**src/hdl/lnc_pkg.sv**
```systemverilog
// Shared types, register addresses and constants of the noise channel.
// Used by the top level and the testbench; depends on nothing.

package lnc_pkg;

    localparam int PERIOD_W = 21;
    localparam int LFSR_W   = 15;

    typedef enum logic [2:0] {
        OP_TICK     = 3'd0,
        OP_LENGTH   = 3'd1,
        OP_ENVELOPE = 3'd2,
        OP_WRITE    = 3'd3,
        OP_READ     = 3'd4
    } opcode_t;

    localparam logic [15:0] ADDR_NR41 = 16'hff20;
    localparam logic [15:0] ADDR_NR42 = 16'hff21;
    localparam logic [15:0] ADDR_NR43 = 16'hff22;
    localparam logic [15:0] ADDR_NR44 = 16'hff23;

    localparam logic [5:0] LEN_MASK      = 6'h3f;
    localparam int         TRIGGER_BIT   = 7;
    localparam logic [3:0] NO_STEP_SHIFT = 4'd14;
    localparam logic [7:0] READ_OPEN     = 8'hff;
    localparam int         SHORT_TAP     = 6;

    localparam logic [5:0] DIVISOR_TABLE [8] = '{
        6'd4, 6'd8, 6'd16, 6'd24, 6'd32, 6'd40, 6'd48, 6'd56
    };

    // Divisor shifted by the clock shift, cut to the timer width.
    function automatic logic [PERIOD_W-1:0] reload_value(
        input logic [2:0] divisor_code,
        input logic [3:0] clock_shift
    );
        logic [PERIOD_W-1:0] base;
        base = PERIOD_W'(DIVISOR_TABLE[divisor_code]);
        return base << clock_shift;
    endfunction

endpackage

```
**src/hdl/lnc_op_if.sv**
```systemverilog
// Operation channel of the noise channel: valid/ready plus one operation word.
// Uses no package items.

interface lnc_op_if;
    logic        valid;
    logic        ready;
    logic [2:0]  opcode;
    logic [15:0] bus_address;
    logic [7:0]  write_value;

    modport source (output valid, opcode, bus_address, write_value, input ready);
    modport sink   (input valid, opcode, bus_address, write_value, output ready);
endinterface

```
**src/hdl/lnc_res_if.sv**
```systemverilog
// Result channel of the noise channel: valid/ready plus one result word.
// Uses no package items.

interface lnc_res_if;
    logic       valid;
    logic       ready;
    logic [7:0] read_value;
    logic [3:0] sample_level;
    logic       channel_active;

    modport source (output valid, read_value, sample_level, channel_active, input ready);
    modport sink   (input valid, read_value, sample_level, channel_active, output ready);
endinterface

```
**src/hdl/lfsr_noise_channel.sv**
```systemverilog
// Noise channel of a handheld console sound unit: period timer, 15/7-bit LFSR,
// envelope, length counter and register file. Depends on lnc_pkg, lnc_op_if, lnc_res_if.
//
// Usage:
//   op  (sink)  : one operation word per handshake: tick, length clock,
//                 envelope clock, bus write or bus read (opcodes 5..7 do nothing).
//   res (source): exactly one result word per operation, in order: read data
//                 (zero unless a bus read), held sample level, channel enable.
//   Throughput: one operation per cycle while res.ready stays high. An accepted
//   word sits in the input register, where the channel state and the result
//   register are updated together once the result register is free; the
//   result then stays valid in the result register until it is taken.
//   Stall: the result register holds while res.ready is low; the input
//   register still takes one more word, then op.ready drops until the
//   result is taken. Nothing is lost or repeated.
//   Reset: rst_n low clears all channel state to zero (channel off, LFSR
//   and timers zero) and empties both registers. No init sequence needed.

module lfsr_noise_channel (
    input logic       clk,
    input logic       rst_n,
    lnc_op_if.sink    op,
    lnc_res_if.source res
);

    localparam int PW = lnc_pkg::PERIOD_W;
    localparam int LW = lnc_pkg::LFSR_W;

    // input register
    logic        in_valid_reg;
    logic [2:0]  in_opcode_reg;
    logic [15:0] in_address_reg;
    logic [7:0]  in_data_reg;

    // result register
    logic        res_valid_reg;
    logic [7:0]  res_read_reg;
    logic [3:0]  res_sample_reg;
    logic        res_active_reg;

    // channel state
    logic          channel_on_reg, channel_on_next;
    logic [3:0]    initial_volume_reg, initial_volume_next;
    logic          envelope_up_reg, envelope_up_next;
    logic [2:0]    envelope_step_reg, envelope_step_next;
    logic [3:0]    clock_shift_reg, clock_shift_next;
    logic          short_mode_reg, short_mode_next;
    logic [2:0]    divisor_code_reg, divisor_code_next;
    logic          length_stop_reg, length_stop_next;
    logic [5:0]    length_count_reg, length_count_next;
    logic [2:0]    envelope_timer_reg, envelope_timer_next;
    logic [3:0]    current_volume_reg, current_volume_next;
    logic [PW-1:0] period_timer_reg, period_timer_next;
    logic [LW-1:0] shift_register_reg, shift_register_next;
    logic [3:0]    held_sample_reg, held_sample_next;

    logic          res_free;
    logic          process;
    logic [7:0]    read_data;
    logic [PW-1:0] period_dec;
    logic [LW-1:0] lfsr_step;
    logic          feedback;
    logic [5:0]    length_inc;
    logic [2:0]    envelope_dec;
    logic          dac_on_write;
    logic          dac_on_now;
    logic          trigger_fire;

    assign res_free = !res_valid_reg || res.ready;
    assign process  = in_valid_reg && res_free;
    assign op.ready = !in_valid_reg || res_free;

    assign res.valid          = res_valid_reg;
    assign res.read_value     = res_read_reg;
    assign res.sample_level   = res_sample_reg;
    assign res.channel_active = res_active_reg;

    assign period_dec   = period_timer_reg - PW'(1);
    assign feedback     = shift_register_reg[0] ^ shift_register_reg[1];
    assign length_inc   = length_count_reg + 6'd1;
    assign envelope_dec = envelope_timer_reg - 3'd1;

    // Shift right; feed back at the top bit, or at bit 6 only in short mode.
    always_comb
    begin
        lfsr_step = {1'b0, shift_register_reg[LW-1:1]};
        if (short_mode_reg)
        begin
            lfsr_step[lnc_pkg::SHORT_TAP] = lfsr_step[lnc_pkg::SHORT_TAP] ^ feedback;
        end
        else
        begin
            lfsr_step[LW-1] = feedback;
        end
    end

    // DAC state as written by a volume register write, and as currently held
    assign dac_on_write = (in_data_reg[7:4] != 4'd0) || in_data_reg[3];
    assign dac_on_now   = (initial_volume_reg != 4'd0) || envelope_up_reg;
    assign trigger_fire = process && (in_opcode_reg == lnc_pkg::OP_WRITE)
                          && (in_address_reg == lnc_pkg::ADDR_NR44)
                          && in_data_reg[lnc_pkg::TRIGGER_BIT];

    always_comb
    begin
        channel_on_next     = channel_on_reg;
        initial_volume_next = initial_volume_reg;
        envelope_up_next    = envelope_up_reg;
        envelope_step_next  = envelope_step_reg;
        clock_shift_next    = clock_shift_reg;
        short_mode_next     = short_mode_reg;
        divisor_code_next   = divisor_code_reg;
        length_stop_next    = length_stop_reg;
        length_count_next   = length_count_reg;
        envelope_timer_next = envelope_timer_reg;
        current_volume_next = current_volume_reg;
        period_timer_next   = period_timer_reg;
        shift_register_next = shift_register_reg;
        held_sample_next    = held_sample_reg;
        read_data           = 8'd0;

        if (process)
        begin
            case (in_opcode_reg)
                lnc_pkg::OP_TICK:
                begin
                    if (period_timer_reg != PW'(0))
                    begin
                        period_timer_next = period_dec;
                        if (period_dec == PW'(0))
                        begin
                            period_timer_next = lnc_pkg::reload_value(divisor_code_reg,
                                                                      clock_shift_reg);
                            if (clock_shift_reg < lnc_pkg::NO_STEP_SHIFT)
                            begin
                                shift_register_next = lfsr_step;
                            end
                        end
                    end
                    held_sample_next = (channel_on_reg && !shift_register_next[0])
                                       ? current_volume_reg : 4'd0;
                end
                lnc_pkg::OP_LENGTH:
                begin
                    if (length_stop_reg)
                    begin
                        length_count_next = length_inc;
                        if (length_inc == 6'd0)
                        begin
                            channel_on_next = 1'b0;
                        end
                    end
                end
                lnc_pkg::OP_ENVELOPE:
                begin
                    if (channel_on_reg && envelope_step_reg != 3'd0)
                    begin
                        envelope_timer_next = envelope_dec;
                        if (envelope_dec == 3'd0)
                        begin
                            envelope_timer_next = envelope_step_reg;
                            if (!envelope_up_reg && current_volume_reg != 4'd0)
                            begin
                                current_volume_next = current_volume_reg - 4'd1;
                            end
                            if (envelope_up_reg && current_volume_reg != 4'hf)
                            begin
                                current_volume_next = current_volume_reg + 4'd1;
                            end
                        end
                    end
                end
                lnc_pkg::OP_WRITE:
                begin
                    case (in_address_reg)
                        lnc_pkg::ADDR_NR41:
                        begin
                            length_count_next = in_data_reg[5:0] & lnc_pkg::LEN_MASK;
                        end
                        lnc_pkg::ADDR_NR42:
                        begin
                            initial_volume_next = in_data_reg[7:4];
                            envelope_up_next    = in_data_reg[3];
                            envelope_step_next  = in_data_reg[2:0];
                            if (!dac_on_write)
                            begin
                                channel_on_next = 1'b0;
                            end
                        end
                        lnc_pkg::ADDR_NR43:
                        begin
                            clock_shift_next  = in_data_reg[7:4];
                            short_mode_next   = in_data_reg[3];
                            divisor_code_next = in_data_reg[2:0];
                            period_timer_next = lnc_pkg::reload_value(in_data_reg[2:0],
                                                                      in_data_reg[7:4]);
                        end
                        lnc_pkg::ADDR_NR44:
                        begin
                            length_stop_next = in_data_reg[6];
                            if (in_data_reg[lnc_pkg::TRIGGER_BIT])
                            begin
                                channel_on_next     = dac_on_now;
                                shift_register_next = {LW{1'b1}};
                                envelope_timer_next = envelope_step_reg;
                                current_volume_next = initial_volume_reg;
                            end
                        end
                        default:
                        begin
                            // undecoded address: drop the write
                        end
                    endcase
                end
                lnc_pkg::OP_READ:
                begin
                    case (in_address_reg)
                        lnc_pkg::ADDR_NR42:
                            read_data = {initial_volume_reg, envelope_up_reg, envelope_step_reg};
                        lnc_pkg::ADDR_NR43:
                            read_data = {clock_shift_reg, short_mode_reg, divisor_code_reg};
                        lnc_pkg::ADDR_NR44:
                            read_data = {1'b1, length_stop_reg, lnc_pkg::LEN_MASK};
                        default:
                            read_data = lnc_pkg::READ_OPEN;
                    endcase
                end
                default:
                begin
                    // unused opcode: no state change
                end
            endcase
        end
    end

    always_ff @(posedge clk or negedge rst_n)
    begin
        if (!rst_n)
        begin
            in_valid_reg       <= 1'b0;
            res_valid_reg      <= 1'b0;
            channel_on_reg     <= 1'b0;
            initial_volume_reg <= 4'd0;
            envelope_up_reg    <= 1'b0;
            envelope_step_reg  <= 3'd0;
            clock_shift_reg    <= 4'd0;
            short_mode_reg     <= 1'b0;
            divisor_code_reg   <= 3'd0;
            length_stop_reg    <= 1'b0;
            length_count_reg   <= 6'd0;
            envelope_timer_reg <= 3'd0;
            current_volume_reg <= 4'd0;
            period_timer_reg   <= '0;
            shift_register_reg <= '0;
            held_sample_reg    <= 4'd0;
        end
        else
        begin
            if (op.ready)
            begin
                in_valid_reg <= op.valid;
            end
            if (res_free)
            begin
                res_valid_reg <= in_valid_reg;
            end
            channel_on_reg     <= channel_on_next;
            initial_volume_reg <= initial_volume_next;
            envelope_up_reg    <= envelope_up_next;
            envelope_step_reg  <= envelope_step_next;
            clock_shift_reg    <= clock_shift_next;
            short_mode_reg     <= short_mode_next;
            divisor_code_reg   <= divisor_code_next;
            length_stop_reg    <= length_stop_next;
            length_count_reg   <= length_count_next;
            envelope_timer_reg <= envelope_timer_next;
            current_volume_reg <= current_volume_next;
            period_timer_reg   <= period_timer_next;
            shift_register_reg <= shift_register_next;
            held_sample_reg    <= held_sample_next;
        end
    end

    // payload registers
    always_ff @(posedge clk)
    begin
        if (op.ready && op.valid)
        begin
            in_opcode_reg  <= op.opcode;
            in_address_reg <= op.bus_address;
            in_data_reg    <= op.write_value;
        end
        if (process)
        begin
            res_read_reg   <= read_data;
            res_sample_reg <= held_sample_next;
            res_active_reg <= channel_on_next;
        end
    end

`ifndef SYNTH
    // channel never runs with its DAC off
    a_dac_gates_channel: assert property (@(posedge clk) disable iff (!rst_n)
        channel_on_reg |-> (initial_volume_reg != 4'd0 || envelope_up_reg))
        else $error("channel on while DAC is off");

    // trigger loads the volume and reseeds the LFSR
    a_trigger_reload: assert property (@(posedge clk) disable iff (!rst_n)
        trigger_fire |=> (current_volume_reg == $past(initial_volume_reg))
                         && (shift_register_reg == {LW{1'b1}}))
        else $error("trigger did not reload volume and LFSR");

    // a processed word always lands in the result register
    a_word_to_result: assert property (@(posedge clk) disable iff (!rst_n)
        process |=> res_valid_reg)
        else $error("processed word lost before result register");

    // a stalled result blocks further processing
    a_stall_blocks: assert property (@(posedge clk) disable iff (!rst_n)
        (res_valid_reg && !res.ready) |-> !process)
        else $error("word processed while result register is full");
`endif

endmodule

```
**src/flat_wrapper.sv**
```systemverilog
// flat-port wrapper written by rule: the top's interface ports become plain ports
module lfsr_noise_channel_flat 
  (clk, rst_n, op_valid, op_opcode, op_bus_address, op_write_value, op_ready, res_valid, res_read_value, res_sample_level, res_channel_active, res_ready);
  lnc_op_if op_i ();
  lnc_res_if res_i ();
  input logic clk;
  input logic rst_n;
  input wire logic [$bits(op_i.valid)-1:0] op_valid;
  input wire logic [$bits(op_i.opcode)-1:0] op_opcode;
  input wire logic [$bits(op_i.bus_address)-1:0] op_bus_address;
  input wire logic [$bits(op_i.write_value)-1:0] op_write_value;
  output wire logic [$bits(op_i.ready)-1:0] op_ready;
  output wire logic [$bits(res_i.valid)-1:0] res_valid;
  output wire logic [$bits(res_i.read_value)-1:0] res_read_value;
  output wire logic [$bits(res_i.sample_level)-1:0] res_sample_level;
  output wire logic [$bits(res_i.channel_active)-1:0] res_channel_active;
  input wire logic [$bits(res_i.ready)-1:0] res_ready;
  assign op_i.valid = op_valid;
  assign op_i.opcode = op_opcode;
  assign op_i.bus_address = op_bus_address;
  assign op_i.write_value = op_write_value;
  assign op_ready = op_i.ready;
  assign res_valid = res_i.valid;
  assign res_read_value = res_i.read_value;
  assign res_sample_level = res_i.sample_level;
  assign res_channel_active = res_i.channel_active;
  assign res_i.ready = res_ready;
  lfsr_noise_channel u_core (.clk(clk), .rst_n(rst_n), .op(op_i), .res(res_i));
endmodule
```
**config.mk**
```make
export PLATFORM = sky130hd
export DESIGN_NAME = lfsr_noise_channel_flat
export DESIGN_NICKNAME = d
export VERILOG_FILES = /design/src/hdl/lnc_pkg.sv /design/src/hdl/lnc_op_if.sv /design/src/hdl/lnc_res_if.sv /design/src/hdl/lfsr_noise_channel.sv /design/src/flat_wrapper.sv
export SDC_FILE = /design/constraint.sdc
export NUM_CORES = 1
export LEC_CHECK = 0
export BUFFER_PORTS_ARGS = -buffer_cell sky130_fd_sc_hd__buf_2
export CAP_MARGIN = 20
export CORE_ASPECT_RATIO = 0.75
export CORE_MARGIN = 2
export CORE_UTILIZATION = 52
export DETAILED_ROUTE_END_ITERATION = 8
export PLACE_DENSITY = 0.76
export SLEW_MARGIN = 0
export SYNTH_ARGS = -nofsm -noshare
export SYNTH_HDL_FRONTEND = slang
export SYNTH_SLANG_ARGS = --single-unit
```
**constraint.sdc**
```tcl
create_clock -name clk -period 4.5 [get_ports clk]
set_input_delay 0.225 -clock clk [delete_from_list [all_inputs] [get_ports clk]]
set_output_delay 0.225 -clock clk [all_outputs]
set_load 0.01 [all_outputs]
```
==> summary.txt <==
Drt
  • DRT Wirelength: 16800 µm
  • Final antenna-violating net count: 0
  • Residual DRC: 0
  • Vias: approximately 5.5k
  • Vias per inst: around 6.4
  • Count of TritonRoute iterations in the first routing pass: 5
  • Avg WL per Cell: 19.5 µm
  • Iteration-0 DRC Markers: around 700

Global routing
  • Vias in the first global route: approximately 5.3k
  • GRT Util Overall: 27.3%
  • Largest net degree at the start of global routing: ~70
  • First-pass GRT wire length: between 20000 and 30000 µm
  • Congestion Overflow GR: 0
  • Initial antenna violation count: 1

Floorplanning
  • Die extent in y: 99.2 µm
  • Die area: 13000 µm²
  • Initial core utilization: a little over half
  • I/O pin cnt: 46
  • Core Footprint: between 10000 and 15000 µm²
  • Horiz. Die Dim: roughly 130 µm
  • Row count: 34

Pwr
  • Internal power: 2.34 mW
  • Gate power share: between 20 and 30%
  • Maximum vdd drop: 0.348 mV
  • PwrDens: between 400 and 500 nW/µm²
  • Sequential share of power: 39.9%
  • Total power: 3.64 mW
  • P_leak: 2.98 nW
  • P_sw: 1.29 mW
  • Switching fraction of total power: between 30% and 40%
  • Clk pwr share: 34.2%

Worst hold path
  • Worst Hold Class: in -> reg
  • Hold path start: op_valid

Worst setup path
  • Worst R2R Start: u_core.period_timer_reg[0]$_DFFE_PN0P_
  • Largest stage delay on the critical path: a little over 0.6 ns
  • Max FO, Critical Path: 15
  • CP arrival: 4.05 ns
  • CP Class: reg -> reg
  • Critical Path RT: between 4 and 5 ns
  • Crit-path cells: inv_1 -> ha_1 -> nor4b_1 -> nand3_2 -> xor2_1 -> nand4_1 -> or4b_1 -> a21oi_2 -> o22a_1
  • CP max-delay cell: or4b_1
  • CP Launch Type: flop
  • CP Capture Type: flop
  • Critical path origin: u_core.period_timer_reg[0]$_DFFE_PN0P_

Place
  • Dpl ws: 0.855 ns
  • Number of port buffers: 45
  • Placed Cells: 799
  • Global placement routability congestion: approximately 1.0
  • DP Wirelength: 10900 µm
  • Placed cell area: 6580 µm²

Yosys
  • Register area share after synthesis: 48.2%
  • Synth Flop Type: dfrtp_1
  • Unique masters post-synth: 77
  • Total nets after synthesis: between 600 and 700
  • Ys async rst share: 64.6%
  • Post-synth EDFFs: 40
  • #FFs+latches synth: 113
  • Synth warnings: 0
  • Post-Syn Area: 6280 µm²
  • Syn Inst Count: 627
  • Syn avg cell area: 10.0 µm²

Timing
  • Crit path time final: 3.70 ns
  • Worst-margin pin slew: between 1 and 1.5 ns
  • Unrepaired setup endpoints after global routing: no
  • Slew Limit Fails: 0
  • Final worst-path cycle share: 82.3%
  • Fmax: 0.270 GHz
  • Final hold vios: 0
  • Slew Limit Headroom: a little under a third
  • Crit path setup slack, layout: between 0.7 and 0.8 ns
  • Post-Route Skew: ~0.01 ns
  • Aggregate negative setup slack: 0 ns
  • Final setup viols: 0

Clock network
  • Clk slew on worst S/H paths: 0.06 ns
  • CTS tree: done
  • Clk buf depth: 2
  • Hold buffers post-CTS: 28
  • Worst skew pair latency: approximately 0.42 ns
  • Cts bufs inserted: 17
  • Root buffer cell: clkbuf_16
  • Post-CTS Setup Inserts: 0
  • H-Tree Depth: 4
  • Sink Count: 113
  • Post-CTS resize count: 0

Final layout
  • Final layout net count: 725
  • Max FFs per register: 21
  • Share of cells above drive strength 1: 18.7%
  • Fillers: 907
  • Fin area: 7450 µm²
  • Finished Layout Cells: 862
  • Syn-to-layout area delta: 18.6%

Run status
  • Outcome: completed

Run
  • Max-cap violations: 0
==> power groups by stage <==
stage / clock [mW] / combinational (mW) / sequential [mW]
finish: 1.24 / 0.943 / 1.45
global route: 1.31 / 1.03 / 1.48
CTS: 1.25 / 0.909 / 1.44
detailed placement: 0 / 0.888 / 1.46
global placement: 0 / 0.861 / 1.45
floorplan: 0 / 0.739 / 1.37
==> layout make-up <==
class	instances	area, µm²	share of cell area [%]
Clock inverter	15	124	1.66
Clock buffer	17	425	5.71
Multi-Input combinational cell	460	3030	40.6
Timing Repair Buffer	83	601	8.06
Antenna cell	1	2.50	0.0336
Tap cell	162	203	2.72
Sequential cell	113	3030	40.6
Inverter	11	41.3	0.554
==> cells in the mapped netlist, types with 11 or more instances <==
library cell	count	area [µm²]
nand2_1	51	191
clkbuf_1	34	128
nor3_1	18	90.1
mux2_2	20	225
inv_1	11	41.3
nand4_1	13	81.3
o22a_1	15	131
o21ai_0	39	195
dfrtp_1	73	1830
nand3_1	21	105
mux2i_1	15	150
nor2_1	47	176
a21oi_1	44	220
edfxtp_1	40	1200
o22ai_1	11	68.8
==> kinds of logic after synthesis <==
kind of cell | synth area share, %
AND/OR/NAND/NOR | 19.5
AO/OA/AOI/OAI | 19.1
flip-flops | 48.2
buffers and inverters | 3.65
multiplexers | 5.98
XOR/XNOR | 1.81
adder cells (fa/ha/maj) | 1.71
==> per-layer routing <==
metal	vias to the layer above	GRT usage, %	share of wire (%)
li1	2506	-	-
met1	2648	38.0	41
met2	319	41.1	46
met3	36	8.93	12
met4	0	7.94	1.6
met5	-	0	0
==> metrics by stage <==
step                util [%]  hold WS, ns
floorplan                  -      -0.0706
detailed placement      56.3       0.0779
global route            63.7       0.0219
finish                  63.7       0.0136
global placement        56.3       0.0789
CTS                     63.4      0.00668
==> worst paths after layout <==
path / end / slack, ns / depth (start not counted)
max in group asynchronous: u_core.shift_register_reg[3]$_DFFE_PN0P_ / 3.21 / 3
worst min-delay path: u_core.in_valid_reg$_DFFE_PN0N_ / 0.01 / 2
worst max register to register: u_core.shift_register_reg[2]$_DFFE_PN0P_ / 0.80 / 9
worst min register to register: u_core.shift_register_reg[13]$_DFFE_PN0P_ / 0.49 / 1
min in group asynchronous: u_core.in_valid_reg$_DFFE_PN0N_ / 0.19 / 2
worst max-delay path: u_core.shift_register_reg[2]$_DFFE_PN0P_ / 0.80 / 9
==> worst max-delay path: cells and delay by family (launching register included) <==
kind	cells	cell delay, ns
flip-flops	1	0.46
adder cells (fa/ha/maj)	1	0.32
AO/OA/AOI/OAI	2	0.80
XOR/XNOR	1	0.34
AND/OR/NAND/NOR	4	1.63
buffers and inverters	1	0.09
==> cells in the final DEF (no fill, tap or decap), drive strengths merged, types with 17 or more instances in the layout <==
cell         instances
nor3                20
nand2               51
inv                 19
clkbuf              17
edfxtp              40
a21oi               45
dfrtp               73
nor2                47
o21ai               40
buf                 55
mux2                20
dlygate4sd3         28
nand3               22
(Power assumes the default switching activity.)
